===== src/rtl/core/flhc_pkg.sv =====
// ----------------------------------------------------------------------------
// flhc_pkg
// shared types and constants of the floating horizon column rasterizer
// ----------------------------------------------------------------------------
package flhc_pkg;

  localparam int CFG_IDX_W = 2;
  localparam int CFG_W     = 10;

  localparam logic [CFG_IDX_W-1:0] REG_ROW_ORIGIN = 2'd0;
  localparam logic [CFG_IDX_W-1:0] REG_COL_ORIGIN = 2'd1;

  localparam logic [CFG_W-1:0] ROW_ORIGIN_RST = 10'd255;
  localparam logic [CFG_W-1:0] COL_ORIGIN_RST = 10'd0;

  localparam logic [8:0] DEPTH_START  = 9'd511;
  localparam logic [9:0] FG_BASE      = 10'd513;
  localparam logic [7:0] RIDGE_MAX    = 8'd254;
  localparam logic [7:0] FG_COLOUR    = 8'd255;
  localparam logic [7:0] ERASE_COLOUR = 8'd0;
  localparam logic [7:0] RIDGE_BIAS   = 8'd2;

  typedef struct packed {
    logic [10:0] col;
    logic [11:0] row;
    logic [10:0] len;
    logic [7:0]  colour;
  } run_t;

  typedef struct packed {
    logic visible;
    logic has_a;
    logic has_b;
    run_t run_a;
    run_t run_b;
  } eval_t;

endpackage


===== src/rtl/core/flhc_interp.sv =====
// ----------------------------------------------------------------------------
// flhc_interp
// shared bilinear accumulator: loads the first sub-column sum, then steps
// ----------------------------------------------------------------------------
module flhc_interp #(
  parameter int SUBCOLUMNS = 3,
  parameter int SUM_W      = 12
) (
  input  logic                    clk,
  input  logic                    start,
  input  logic                    step,
  input  logic [1:0]              p,
  input  logic signed [7:0]       h00,
  input  logic signed [7:0]       h10,
  input  logic signed [7:0]       h01,
  input  logic signed [7:0]       h11,
  output logic signed [SUM_W-1:0] sum
);

  logic signed [3:0]       w0;
  logic signed [3:0]       w1;
  logic signed [8:0]       d0;
  logic signed [8:0]       d1;
  logic signed [11:0]      base;
  logic signed [11:0]      delta;
  logic signed [SUM_W-1:0] init;
  logic signed [SUM_W-1:0] acc_r;
  logic signed [11:0]      dlt_r;

  always_comb begin
    w1    = signed'({2'b00, p});
    w0    = 4'sd4 - w1;
    d0    = 9'(h10) - 9'(h00);
    d1    = 9'(h11) - 9'(h01);
    base  = 12'(h00) * 12'(w0) + 12'(h01) * 12'(w1);
    delta = 12'(d0) * 12'(w0) + 12'(d1) * 12'(w1);
    init  = SUM_W'(base) * SUM_W'(SUBCOLUMNS);
  end

  always_ff @(posedge clk) begin
    if (start) begin
      acc_r <= init;
      dlt_r <= delta;
    end else if (step) begin
      acc_r <= acc_r + SUM_W'(dlt_r);
    end
  end

  assign sum = acc_r;

endmodule


===== src/rtl/core/flhc_eval.sv =====
// ----------------------------------------------------------------------------
// flhc_eval
// projects one sub-column surface and forms its ridge, foreground and erase runs
// ----------------------------------------------------------------------------
module flhc_eval #(
  parameter int SUBCOLUMNS = 3,
  parameter int SUM_W      = 12,
  parameter int SURF_W     = 13,
  parameter int SUB_W      = 2
) (
  input  logic signed [SUM_W-1:0]  sum,
  input  logic [8:0]               depth,
  input  logic [7:0]               column,
  input  logic [SUB_W-1:0]         sub,
  input  logic signed [SURF_W-1:0] sky,
  input  logic [9:0]               row_origin,
  input  logic [9:0]               col_origin,
  output logic signed [SURF_W-1:0] surface,
  output flhc_pkg::eval_t          ev
);

  import flhc_pkg::*;

  localparam int ROW_W = SURF_W + 2;
  localparam int LEN_W = SURF_W + 2;

  logic signed [SUM_W-1:0] sum_adj;
  logic signed [SUM_W-1:0] h6;
  logic signed [SUM_W-1:0] ridge_q;
  logic signed [ROW_W-1:0] row_a;
  logic signed [ROW_W-1:0] row_b;
  logic signed [LEN_W-1:0] len_fg;
  logic signed [LEN_W-1:0] len_er;
  logic [10:0]             sx;
  logic [7:0]              ridge_c;
  logic                    front;
  logic                    h_pos;
  logic                    fg_pos;
  logic                    er_pos;

  function automatic logic [11:0] sat_row(input logic signed [ROW_W-1:0] r);
    logic [11:0] res;
    if (r < ROW_W'(-1024)) begin
      res = 12'h C00;
    end else if (r > ROW_W'(2047)) begin
      res = 12'h7FF;
    end else begin
      res = r[11:0];
    end
    return res;
  endfunction

  function automatic logic [10:0] sat_len(input logic signed [LEN_W-1:0] l);
    logic [10:0] res;
    if (l[LEN_W-1]) begin
      res = '0;
    end else if (l > LEN_W'(2047)) begin
      res = 11'h7FF;
    end else begin
      res = l[10:0];
    end
    return res;
  endfunction

  always_comb begin
    sum_adj = sum + signed'({{(SUM_W-1){1'b0}}, sum[SUM_W-1]});
    h6      = sum_adj >>> 1;
    surface = SURF_W'(signed'({1'b0, depth})) - SURF_W'(h6);
    front   = (depth == DEPTH_START);
    h_pos   = !h6[SUM_W-1] && (h6 != '0);

    sx    = 11'(col_origin) + 11'({3'b000, column} * 11'(SUBCOLUMNS)) + 11'(sub);
    row_a = ROW_W'(signed'({1'b0, row_origin})) + ROW_W'(surface);
    row_b = row_a + ROW_W'(1);

    len_fg = LEN_W'(signed'({1'b0, FG_BASE})) - LEN_W'(surface);
    len_er = LEN_W'(sky) - LEN_W'(surface) - LEN_W'(1);
    fg_pos = !len_fg[LEN_W-1] && (len_fg != '0);
    er_pos = !len_er[LEN_W-1] && (len_er != '0);

    ridge_q = (h6 >>> 2) + SUM_W'(signed'({1'b0, RIDGE_BIAS}));
    if (ridge_q > SUM_W'(signed'({1'b0, RIDGE_MAX}))) begin
      ridge_c = RIDGE_MAX;
    end else begin
      ridge_c = ridge_q[7:0];
    end

    ev.visible = (surface < sky);
    ev.has_a   = ev.visible && (front ? fg_pos : h_pos);
    ev.has_b   = ev.visible && !front && h_pos && er_pos;

    ev.run_a.col    = sx;
    ev.run_a.row    = sat_row(row_a);
    ev.run_a.len    = front ? sat_len(len_fg) : 11'd1;
    ev.run_a.colour = front ? FG_COLOUR : ridge_c;

    ev.run_b.col    = sx;
    ev.run_b.row    = sat_row(row_b);
    ev.run_b.len    = sat_len(len_er);
    ev.run_b.colour = ERASE_COLOUR;
  end

endmodule


===== src/rtl/core/floating_horizon_column_rasterizer.sv =====
// ----------------------------------------------------------------------------
// floating_horizon_column_rasterizer
// heightfield column rasterizer with a per sub-column floating horizon
//
//   channel  direction  handshake            payload
//   cfg      in         cfg_we               cfg_index, cfg_wdata
//   in       in         in_valid / in_stall  column, depth, h00, h10, h01, h11
//   out      out        out_valid/out_stall  screen_col, screen_row, run_length,
//                                            colour, is_last
//
// one item takes one interpolator step per sub-column, each followed by the
// emit states for that sub-column's runs, then a flush state to close the item
// reset sets every skyline entry to 511 and the origins to 255 and 0
// a stalled out channel holds the run sequencer; in_stall is high while busy
// ----------------------------------------------------------------------------
module floating_horizon_column_rasterizer #(
  parameter int SUBCOLUMNS = 3
) (
  input  logic                           clk,
  input  logic                           rst_n,
  input  logic                           cfg_we,
  input  logic [flhc_pkg::CFG_IDX_W-1:0] cfg_index,
  input  logic [flhc_pkg::CFG_W-1:0]     cfg_wdata,
  input  logic                           in_valid,
  output logic                           in_stall,
  input  logic [7:0]                     in_column,
  input  logic [8:0]                     in_depth,
  input  logic signed [7:0]              in_h00,
  input  logic signed [7:0]              in_h10,
  input  logic signed [7:0]              in_h01,
  input  logic signed [7:0]              in_h11,
  output logic                           out_valid,
  input  logic                           out_stall,
  output logic [10:0]                    out_screen_col,
  output logic signed [11:0]             out_screen_row,
  output logic [10:0]                    out_run_length,
  output logic [7:0]                     out_colour,
  output logic                           out_is_last
);

  import flhc_pkg::*;

  localparam int SUM_W  = $clog2(4 * SUBCOLUMNS) + 8;
  localparam int SURF_W = SUM_W + 1;
  localparam int SUB_W  = $clog2(SUBCOLUMNS);
  localparam logic [SUB_W-1:0] SUB_LAST = SUB_W'(SUBCOLUMNS - 1);

  typedef enum logic [4:0] {
    ST_IDLE   = 5'b00001,
    ST_EVAL   = 5'b00010,
    ST_EMIT_A = 5'b00100,
    ST_EMIT_B = 5'b01000,
    ST_FLUSH  = 5'b10000
  } state_t;

  state_t                  state_r,  state_nxt;
  logic [SUB_W-1:0]        sub_r,    sub_nxt;
  logic [7:0]              col_r,    col_nxt;
  logic [8:0]              dep_r,    dep_nxt;
  logic [CFG_W-1:0]        row_org_r, row_org_nxt;
  logic [CFG_W-1:0]        col_org_r, col_org_nxt;
  run_t                    run_a_r,  run_a_nxt;
  run_t                    run_b_r,  run_b_nxt;
  logic                    has_b_r,  has_b_nxt;
  run_t                    pend_r,   pend_nxt;
  logic                    pend_valid_r, pend_valid_nxt;
  run_t                    out_run_r, out_run_nxt;
  logic                    out_last_r, out_last_nxt;
  logic                    out_valid_r, out_valid_nxt;
  logic signed [SURF_W-1:0] sky_r [SUBCOLUMNS];

  logic signed [SUM_W-1:0]  sum;
  logic signed [SURF_W-1:0] sky_cur;
  logic signed [SURF_W-1:0] surface;
  logic signed [SURF_W-1:0] sky_upd;
  eval_t                    ev;
  logic                     in_acc;
  logic                     out_free;
  logic                     can_push;
  logic                     push_req;
  run_t                     push_run;
  logic                     adv;

  assign in_stall = (state_r != ST_IDLE);
  assign in_acc   = in_valid && !in_stall;

  flhc_interp #(
    .SUBCOLUMNS (SUBCOLUMNS),
    .SUM_W      (SUM_W)
  ) u_interp (
    .clk   (clk),
    .start (in_acc),
    .step  (state_r == ST_EVAL),
    .p     (in_depth[1:0]),
    .h00   (in_h00),
    .h10   (in_h10),
    .h01   (in_h01),
    .h11   (in_h11),
    .sum   (sum)
  );

  assign sky_cur = (dep_r == DEPTH_START) ? SURF_W'(signed'({1'b0, DEPTH_START}))
                                          : sky_r[sub_r];

  flhc_eval #(
    .SUBCOLUMNS (SUBCOLUMNS),
    .SUM_W      (SUM_W),
    .SURF_W     (SURF_W),
    .SUB_W      (SUB_W)
  ) u_eval (
    .sum        (sum),
    .depth      (dep_r),
    .column     (col_r),
    .sub        (sub_r),
    .sky        (sky_cur),
    .row_origin (row_org_r),
    .col_origin (col_org_r),
    .surface    (surface),
    .ev         (ev)
  );

  assign sky_upd = ev.visible ? surface : sky_cur;

  always_comb begin
    state_nxt      = state_r;
    sub_nxt        = sub_r;
    col_nxt        = col_r;
    dep_nxt        = dep_r;
    row_org_nxt    = row_org_r;
    col_org_nxt    = col_org_r;
    run_a_nxt      = run_a_r;
    run_b_nxt      = run_b_r;
    has_b_nxt      = has_b_r;
    pend_nxt       = pend_r;
    pend_valid_nxt = pend_valid_r;
    out_run_nxt    = out_run_r;
    out_last_nxt   = out_last_r;
    out_valid_nxt  = out_valid_r;
    push_req       = 1'b0;
    push_run       = run_a_r;
    adv            = 1'b0;

    out_free = !out_valid_r || !out_stall;
    can_push = !pend_valid_r || out_free;
    if (out_valid_r && !out_stall) begin
      out_valid_nxt = 1'b0;
    end

    if (cfg_we) begin
      case (cfg_index)
        REG_ROW_ORIGIN: row_org_nxt = cfg_wdata;
        REG_COL_ORIGIN: col_org_nxt = cfg_wdata;
        default: ;
      endcase
    end

    unique case (state_r)
      ST_IDLE: begin
        if (in_acc) begin
          col_nxt   = in_column;
          dep_nxt   = in_depth;
          sub_nxt   = '0;
          state_nxt = ST_EVAL;
        end
      end
      ST_EVAL: begin
        run_a_nxt = ev.run_a;
        run_b_nxt = ev.run_b;
        has_b_nxt = ev.has_b;
        if (ev.has_a) begin
          state_nxt = ST_EMIT_A;
        end else begin
          adv = 1'b1;
        end
      end
      ST_EMIT_A: begin
        push_req = 1'b1;
        push_run = run_a_r;
        if (can_push) begin
          if (has_b_r) begin
            state_nxt = ST_EMIT_B;
          end else begin
            adv = 1'b1;
          end
        end
      end
      ST_EMIT_B: begin
        push_req = 1'b1;
        push_run = run_b_r;
        if (can_push) begin
          adv = 1'b1;
        end
      end
      ST_FLUSH: begin
        if (!pend_valid_r) begin
          state_nxt = ST_IDLE;
        end else if (out_free) begin
          out_run_nxt    = pend_r;
          out_last_nxt   = 1'b1;
          out_valid_nxt  = 1'b1;
          pend_valid_nxt = 1'b0;
          state_nxt      = ST_IDLE;
        end
      end
      default: state_nxt = ST_IDLE;
    endcase

    // older pending run leaves as not-last once a newer one shows up
    if (push_req && can_push) begin
      if (pend_valid_r) begin
        out_run_nxt   = pend_r;
        out_last_nxt  = 1'b0;
        out_valid_nxt = 1'b1;
      end
      pend_nxt       = push_run;
      pend_valid_nxt = 1'b1;
    end

    if (adv) begin
      if (sub_r == SUB_LAST) begin
        state_nxt = ST_FLUSH;
      end else begin
        sub_nxt   = sub_r + SUB_W'(1);
        state_nxt = ST_EVAL;
      end
    end
  end

  always_ff @(posedge clk) begin
    if (!rst_n) begin
      state_r      <= ST_IDLE;
      pend_valid_r <= 1'b0;
      out_valid_r  <= 1'b0;
      row_org_r    <= ROW_ORIGIN_RST;
      col_org_r    <= COL_ORIGIN_RST;
      sub_r        <= '0;
    end else begin
      state_r      <= state_nxt;
      pend_valid_r <= pend_valid_nxt;
      out_valid_r  <= out_valid_nxt;
      row_org_r    <= row_org_nxt;
      col_org_r    <= col_org_nxt;
      sub_r        <= sub_nxt;
    end
  end

  always_ff @(posedge clk) begin
    col_r      <= col_nxt;
    dep_r      <= dep_nxt;
    run_a_r    <= run_a_nxt;
    run_b_r    <= run_b_nxt;
    has_b_r    <= has_b_nxt;
    pend_r     <= pend_nxt;
    out_run_r  <= out_run_nxt;
    out_last_r <= out_last_nxt;
  end

  always_ff @(posedge clk) begin
    if (!rst_n) begin
      for (int i = 0; i < SUBCOLUMNS; i++) begin
        sky_r[i] <= SURF_W'(signed'({1'b0, DEPTH_START}));
      end
    end else if (state_r == ST_EVAL) begin
      sky_r[sub_r] <= sky_upd;
    end
  end

  assign out_valid      = out_valid_r;
  assign out_screen_col = out_run_r.col;
  assign out_screen_row = signed'(out_run_r.row);
  assign out_run_length = out_run_r.len;
  assign out_colour     = out_run_r.colour;
  assign out_is_last    = out_last_r;

  a_idle_no_pending: assert property (@(posedge clk) disable iff (!rst_n)
    (state_r == ST_IDLE) |-> !pend_valid_r)
    else $error("run still pending while idle");

  a_erase_not_front: assert property (@(posedge clk) disable iff (!rst_n)
    (state_r == ST_EMIT_B) |-> (dep_r != DEPTH_START))
    else $error("erase run at nearest depth");

  a_sub_range: assert property (@(posedge clk) disable iff (!rst_n)
    !in_stall |-> (sub_r <= SUB_LAST) && !(state_r == ST_FLUSH))
    else $error("sub-column index out of range");

  a_flush_ends: assert property (@(posedge clk) disable iff (!rst_n)
    (state_r == ST_FLUSH) && !pend_valid_r |=> (state_r == ST_IDLE))
    else $error("item did not close after last run");

endmodule


===== config.mk =====
export PLATFORM = sky130hd
export DESIGN_NAME = floating_horizon_column_rasterizer
export DESIGN_NICKNAME = d
export VERILOG_FILES = /design/src/rtl/core/flhc_pkg.sv /design/src/rtl/core/flhc_interp.sv /design/src/rtl/core/flhc_eval.sv /design/src/rtl/core/floating_horizon_column_rasterizer.sv
export SDC_FILE = /design/constraint.sdc
export NUM_CORES = 1
export LEC_CHECK = 0
export ABC_AREA = 1
export BUFFER_PORTS_ARGS = -buffer_cell sky130_fd_sc_hd__buf_4
export CAP_MARGIN = 10
export CORE_MARGIN = 8
export CORE_UTILIZATION = 40
export DETAILED_ROUTE_END_ITERATION = 10
export PLACE_DENSITY = 0.64
export SLEW_MARGIN = 30
export SYNTH_ARGS = -nofsm -noshare
export SYNTH_HDL_FRONTEND = slang
export SYNTH_SLANG_ARGS = --single-unit

===== constraint.sdc =====
create_clock -name clk -period 8.5 [get_ports clk]
set_clock_uncertainty 0.15 [all_clocks]
set_input_delay 0.425 -clock clk [delete_from_list [all_inputs] [get_ports clk]]
set_output_delay 0.425 -clock clk [all_outputs]
set_load 0.05 [all_outputs]

==> results_dict.tcl, run 1 <==
set metrics [dict create \
    outcome "finished clean" \
    period_needed_ns 5.99 \
    initial_core_util_pct 40.3 \
    period_share_pct 70.4 \
    rows 80 \
    switching_share_pct 47.5 \
    synth-edff-count 244 \
    intPower_mw 4.69 \
    drtAntennaViolNets 0 \
    hold_viol 0 \
    synth_fa_ha_area_share_pct 17.7 \
    ir_drop_uv 163 \
    cpMaxStageDelayCell "ha_1" \
    avgSynthCellArea_um2 9.02 \
    io_buffers 110 \
    hp-start "cfg_wdata[8]" \
    synth_xor_area_share_pct 4.56 \
    drive_gt1_share_pct 13.2 \
    synth_seq_cells 273 \
    nFillCells 4513 \
    ios 111 \
    synthesis.area_mm2 0.0191 \
    drt_first_pass_iters 5 \
    p_leak_nw 10.1 \
    max-cap-violations 0 \
    finalSetupViolCount 0 \
    r2r_start "u_interp.sum[11]" \
    synth.distinct_cells 64 \
    grt_max_degree 50 \
    cts_setup_buffers 0 \
    synth.area.mux_share_pct 0 \
    fin_area_mm2 0.0219 \
    synth_top_family_by_area "simple AND/OR/NAND/NOR gates" \
    synthSimpleGateAreaFrac_pct 19.3 \
    slew_violations 0 \
    routabilityCongestion 0.844 \
    fmax_mhz 167 \
    end_kind "flop" \
    worst_pin_slew_ns 0.906 \
    antenna_found_initial 4 \
    switching_power_mw 4.24 \
    drc 0 \
    holdCritPathClass "in -> reg" \
    path_max_fanout 20 \
    cts_made_buffers 30 \
    power.density_mw_per_mm2 408 \
    clk-insertion-delay-late_ns 0.55 \
    synth_ff_type "edfxtp_1" \
    comb_power_share_pct 62.9 \
    area_delta_synth_final_pct 14.5 \
    fin_hold_ws_ns 0.0329 \
    yosys_warnings 0 \
    die-area_mm2 0.0551 \
    ys_seq_area_share_pct 41.3 \
    async_flop_share_pct 0 \
    synth_compound_area_share_pct 8.20 \
    clk_path_buf_depth 3 \
    crit_required_ns 8.65 \
    wl_per_cell_um 14.1 \
    nNetsFinal 2566 \
    rsz0062_at_grt "no" \
    syn-num-nets 2423 \
    clk_pin_slew_ns 0.06 \
    vias_per_cell 4.80 \
    cts_tree "built" \
    dpl-instance-area_mm2 0.0207 \
    crit_start "in_depth[0]" \
    grt_use_total_pct 14.7 \
    max_slew_margin_pct 39.4 \
    overflow 0 \
    p_total_mw 8.93 \
    p_seq_share_pct 22.7 \
    slowest_delay_ns 0.58 \
    cts_root_buf "clkbuf_16" \
    htree_levels 1 \
    vias 13900 \
    synthCells 2122 \
    cts_sinks 273 \
    dpl.hpwl_um 32800 \
    drt_iter0_markers 928 \
    die_h_um 235 \
    tns_ns 0 \
    fp.coreArea_mm2 0.0474 \
    grt_pass1_wl_um 68600 \
    cp.arrival_ns 6.14 \
    chipWidth_um 235 \
    critPathKind "in -> reg" \
    pwr-share-clk_pct 14.4 \
    post_cts_resized 0 \
    finalWirelength_um 41100 \
    grt_pass1_vias 14100 \
    cp_common_cell "inv_1" \
    critPathLaunchType "primary input" \
]
[synthesized netlist by cell type (all sizes together), types with 25 or more instances]
master | instances | share of area [%]
edfxtp | 244 | 38
nor2 | 222 | 4.7
o21ai | 79 | 2.3
a22oi | 25 | 0.98
xor2 | 64 | 3.0
nand3 | 94 | 3.0
fa | 59 | 6.2
ha | 176 | 12
dfxtp | 29 | 3.0
nand2 | 426 | 9.4
a21oi | 117 | 3.3
clkbuf | 25 | 0.49
xnor2 | 34 | 1.6
inv | 411 | 8.1
[path summary, 6_finish.rpt]
| path | to | slack (ns) | cells past startpoint |
|---|---|---|---|
| hold reg to reg | pend_r[40] | 0.26 | 0 |
| setup reg to reg | run_a_r[27] | 2.84 | 27 |
| hold / removal | row_org_r[8] | 0.03 | 3 |
| setup / recovery | u_interp.sum[11] | 2.51 | 33 |
[worst max-delay path, delay by kind of cell]
kind | cells | cell delay, ns
AOI/OAI and AO/OA | 6 | 0.81
xor gates and xnor gates | 1 | 0.22
adders and majority gates | 7 | 2.82
buffers and inverters | 9 | 1.05
and+or+nand+nor | 10 | 0.79
[cells in the final DEF, fill, tap and decap left out, drive strengths merged, types with 41 or more instances in the layout]
cell type,Yosys,layout
nor2,222,222
ha,176,176
xor2,64,64
inv,411,412
nand2,426,426
clkbuf,25,41
o21ai,79,79
buf,5,117
edfxtp,244,244
nand3,94,94
a21oi,117,117
fa,59,59
[per-layer routing]
layer | GRT usage [%] | up-vias | routed length, um
li1 | - | 7182 | -
met1 | 18.5 | 6499 | 18800
met2 | 26.6 | 220 | 19900
met3 | 2.05 | 43 | 1710
met4 | 2.86 | 2 | 624
met5 | 0 | - | 11
[power by group through the flow]
| stage | sequential (mW) | combinational (mW) | clock, mW |
|---|---|---|---|
| detailed placement | 2.06 | 5.62 | 0 |
| global placement | 2.05 | 5.50 | 0 |
| finish | 2.03 | 5.62 | 1.28 |
| global route | 2.05 | 6.47 | 1.37 |
| floorplan | 2.01 | 4.53 | 0 |
| CTS | 2.03 | 5.67 | 1.31 |
[cells by family after synthesis]
group                      after synthesis
and+or+nand+nor                        804
DFF                                    273
xor gates and xnor gates                98
adders and majority gates              235
AOI/OAI and AO/OA                      263
buffers and inverters                  449
[area by class of cell]
type / instances / area (um^2) / share of cell area, %
flip-flops and latches: 273 / 7910 / 36.1
clock inverters: 14 / 124 / 0.565
clock buffers: 41 / 865 / 3.95
well taps: 615 / 769 / 3.51
diodes: 3 / 7.51 / 0.0343
multi-input cells: 1400 / 9540 / 43.5
inverters: 419 / 1580 / 7.22
repair buffers: 141 / 1120 / 5.10
[metrics by stage]
| step | utilization (%) | setup WS (ns) | cells |
|---|---|---|---|
| final | 46.2 | 2.51 | 2906 |
| after detailed placement | 43.6 | 1.93 | 2824 |
| after floorplan | - | 2.38 | 2122 |
| after CTS | 46.2 | 2.52 | 2903 |
| after global routing | 46.2 | 1.99 | 2906 |
| after global placement | 43.6 | 2.01 | 2824 |
[timing repair]
action	CTS	global route
endpoints found under the setup margin	0	0
endpoints found under the hold margin	24	0
hold buffers	24	0
(Power assumes the default switching activity.)
==> inputs of run 2 (changes only) <==
- clock period: 8.5 -> 6 ns (I/O delays scaled with it)
==> run 2 against run 1 <==
  * Routed wire length up 1.3%
  * Critical path depth shrank 4
  * Sequential cell count unchanged
  * Die area did not move
  * Cell count increased by 0.58%
  * Highest routed layer is now met4
==> results_dict.tcl, run 2 (same netlist as run 1, synthesis figures left out) <==
set metrics [dict create \
    routabilityCongestion 0.868 \
    tns_ns 0 \
    ir_drop_uv 277 \
    end_kind "flop" \
    drive_gt1_share_pct 13.4 \
    dpl.hpwl_um 33300 \
    finalSetupViolCount 0 \
    io_buffers 110 \
    grt_max_degree 50 \
    grt_pass1_wl_um 69400 \
    path_max_fanout 9 \
    fmax_mhz 185 \
    cp.arrival_ns 5.66 \
    htree_levels 1 \
    chipWidth_um 235 \
    max-cap-violations 0 \
    wl_per_cell_um 14.2 \
    die-area_mm2 0.0551 \
    period_needed_ns 5.40 \
    initial_core_util_pct 40.3 \
    overflow 0 \
    pre_cts_ws_ns 0.179 \
    cp_common_cell "inv_1" \
    clk_path_buf_depth 3 \
    rows 80 \
    period_share_pct 90.0 \
    critPathKind "reg -> reg" \
    fp.coreArea_mm2 0.0474 \
    final_common_cell "inv_1" \
    vias 14000 \
    cts_made_buffers 29 \
    crit_required_ns 6.25 \
    worst_pin_slew_ns 0.836 \
    rsz0062_at_grt "no" \
    ios 111 \
    fin_ws_ns 0.598 \
    power.density_mw_per_mm2 572 \
    clk-insertion-delay-late_ns 0.55 \
    slew_violations 0 \
    critPathLaunchType "flop" \
    grt_pass1_vias 14100 \
    drt_first_pass_iters 5 \
    cpMaxStageDelayCell "edfxtp_1" \
    outcome "finished clean" \
    drc 0 \
    drtAntennaViolNets 0 \
    holdCritPathClass "in -> reg" \
    nNetsFinal 2583 \
    p_leak_nw 10.1 \
    antenna_found_initial 3 \
    slowest_delay_ns 0.51 \
    vias_per_cell 4.80 \
    cts_sinks 273 \
    cts_tree "built" \
    max_slew_margin_pct 44.1 \
    final_cell_mix "382 x inv_1, 380 x nand2_1, 244 x edfxtp_1" \
    drt_iter0_markers 744 \
    hold_viol 0 \
    area_delta_synth_final_pct 15.0 \
    die_h_um 235 \
    clk_pin_slew_ns 0.06 \
    cts_setup_buffers 0 \
    cts_root_buf "clkbuf_16" \
    grt_use_total_pct 14.9 \
    nFillCells 4454 \
    finalWirelength_um 41600 \
]
run 2: path summary, 6_finish.rpt:
kind	from	endpoint	slack [ns]	cells past startpoint
hold / removal	in_depth[1]	dep_r[1]	0.02	2
setup reg to reg	u_interp.sum[11]	run_b_r[21]	0.60	29
setup / recovery	u_interp.sum[11]	run_b_r[21]	0.60	29
hold reg to reg	run_b_r[41]	pend_r[41]	0.27	0
run 2: final cells by class:
type	count	area, um^2	area share (%)
antenna	3	7.51	0.0341
inverter	419	1580	7.19
sequential	273	7910	35.9
clock inverter	13	123	0.557
multi-input combinational	1400	9550	43.4
tap	615	769	3.50
clock buffer	41	781	3.55
timing repair buffer	159	1280	5.82
run 2: what timing repair did:
action / in CTS / in global routing
setup endpoints to repair: 0 / 10
endpoints found under the hold margin: 35 / 0
hold buffers: 35 / 0
gates resized for setup: 0 / 2
run 2: where the power goes:
part	internal [mW]	switching (mW)	leakage [nW]
Combinational	2.89	5.13	7.38
Sequential	2.71	0.173	2.33
Clock	0.991	0.707	0.431
Total	6.58	6.01	10.1
run 2: through the flow:
step / total power, mW / instances / hold WS (ns) / cell area (um^2) / utilization (%)
detailed placement: 10.9 / 2831 / 0.256 / 20700 / 43.7
floorplan: 9.27 / 2122 / 0.249 / 19100 / -
global placement: 10.7 / 2831 / 0.252 / 20700 / 43.7
CTS: 12.7 / 2920 / 0.00320 / 22000 / 46.3
finish: 12.6 / 2923 / 0.0231 / 22000 / 46.4
global route: 13.9 / 2923 / 0.0176 / 22000 / 46.4
run 2: worst max-delay path: cells and delay by family, from the launching register on:
family / cells / cell delay (ns)
xor+xnor: 1 / 0.18
buf+inv: 6 / 0.46
fa+ha+maj: 3 / 0.89
simple gates: 12 / 1.87
flops: 1 / 0.51
compound gates: 7 / 1.19
run 2: per-layer routing:
| metal | up-vias | wire [um] | track usage [%] |
|---|---|---|---|
| li1 | 7225 | - | - |
| met4 | 0 | 502 | 2.29 |
| met2 | 249 | 20400 | 27.3 |
| met5 | - | 0 | 0 |
| met3 | 37 | 1790 | 1.87 |
| met1 | 6526 | 18900 | 18.9 |
==> inputs of run 3 (changes only) <==
- PLACE_DENSITY: 0.64 -> unset
==> run 3 against run 2 <==
  * Combinational power rose by 0.7%
  * Critical path depth did not move
  * Utilization rose by 0.28 points
  * Non-clock buffer count rose by 6
  * Sequential cell count did not move
  * Clock power rose by 4%
  * Critical endpoint is now u_interp.sum[11]
  * Largest cell class unchanged
==> results_dict.tcl, run 3 (same netlist as run 1, synthesis figures left out) <==
set metrics [dict create \
    drc 0 \
    cts_sinks 273 \
    fmax_mhz 180 \
    die-area_mm2 0.0551 \
    fp.coreArea_mm2 0.0474 \
    final_cell_mix "382 x inv_1, 380 x nand2_1, 244 x edfxtp_1" \
    drive_gt1_share_pct 13.8 \
    grt_pass1_vias 14000 \
    finalWirelength_um 41700 \
    rsz0062_at_grt "no" \
    overflow 0 \
    area_delta_synth_final_pct 15.7 \
    hold_viol 0 \
    vias 14000 \
    cpMaxStageDelayCell "dlygate4sd3_1" \
    slew_violations 0 \
    grt_use_total_pct 15.0 \
    vias_per_cell 4.78 \
    cts_tree "built" \
    crit_start "in_depth[1]" \
    fin_hold_ws_ns 0.0551 \
    clk_pin_slew_ns 0.06 \
    p_leak_nw 10.2 \
    r2r_start "u_interp.sum[11]" \
    hp-start "out_stall" \
    dpl.hpwl_um 33200 \
    initial_core_util_pct 40.3 \
    io_buffers 110 \
    antenna_found_initial 2 \
    cp.arrival_ns 5.70 \
    nNetsFinal 2590 \
    ios 111 \
    holdCritPathClass "in -> reg" \
    outcome "finished clean" \
    worst_pin_slew_ns 0.943 \
    cts_made_buffers 30 \
    cts_root_buf "clkbuf_16" \
    rows 80 \
    drtAntennaViolNets 0 \
    nFillCells 4545 \
    grt_pass1_wl_um 69300 \
    drt_iter0_markers 668 \
    critPathKind "in -> reg" \
    final_common_cell "inv_1" \
    period_share_pct 92.5 \
    grt_max_degree 69 \
    max_slew_margin_pct 36.9 \
    max-cap-violations 0 \
    power.density_mw_per_mm2 574 \
    tns_ns 0 \
    finalSetupViolCount 0 \
    clk-insertion-delay-late_ns 0.56 \
    die_h_um 235 \
    period_needed_ns 5.55 \
    end_kind "flop" \
    critPathLaunchType "primary input" \
    drt_first_pass_iters 7 \
    ir_drop_uv 268 \
    clk_path_buf_depth 3 \
    slowest_delay_ns 0.56 \
    routabilityCongestion 0.852 \
    path_max_fanout 7 \
    wl_per_cell_um 14.2 \
    htree_levels 1 \
    chipWidth_um 235 \
    crit_required_ns 6.15 \
]
==> run 3: final timing paths <==
kind	endpoint	slack (ns)	depth (start not counted)
worst min register to register	pend_r[39]	0.27	0
worst max register to register	run_a_r[28]	0.46	27
worst min-delay path	out_valid	0.06	3
worst max-delay path	u_interp.sum[11]	0.45	29
==> run 3: timing repair <==
item,CTS,global route
resized for setup,0,8
endpoints found under the setup margin,0,2
endpoints found under the hold margin,40,0
hold buffers,38,0
setup buffers,0,1
==> run 3: layer usage <==
metal / vias up / global-route usage (%) / part of all wire (%)
met5: - / 0 / 0
met4: 0 / 3.91 / 2.1
met3: 53 / 2.10 / 4.2
met2: 236 / 26.1 / 47
met1: 6478 / 19.3 / 46
li1: 7238 / - / -
==> run 3: cell type report <==
type,instances,area [um^2],share of cell area [%]
diodes,2,5.00,0.0226
clock buffers,41,845,3.82
clock inverters,13,103,0.464
inverters,419,1580,7.15
multi-input cells,1400,9590,43.3
flip-flops and latches,273,7910,35.7
well taps,615,769,3.48
repair buffers,165,1330,6.03
==> run 3: stage by stage <==
step	cell area [um^2]	utilization (%)	std cells	total power, mW	worst slack, ns
6_report	22100	46.6	2928	12.7	0.450
5_1_grt	22100	46.6	2928	14.0	0.00405
4_1_cts	22100	46.5	2925	12.8	0.369
3_5_place_dp	20700	43.7	2833	10.9	0.364
3_3_place_gp	20700	43.7	2833	10.8	0.364
2_1_floorplan	19100	-	2122	9.27	0.00919
==> run 3: where the power goes <==
group,total (mW),internal (mW),switching [mW]
clock,1.76,1.03,0.733
combinational,8.07,2.91,5.16
sequential,2.88,2.71,0.171
total,12.7,6.65,6.06
==> run 3: worst max-delay path: cells and delay by family <==
family,cells,cell delay [ns]
adders and majority gates,6,2.16
buffers and inverters,7,1.09
xor gates and xnor gates,6,1.05
AOI/OAI and AO/OA,5,0.73
and+or+nand+nor,5,0.36
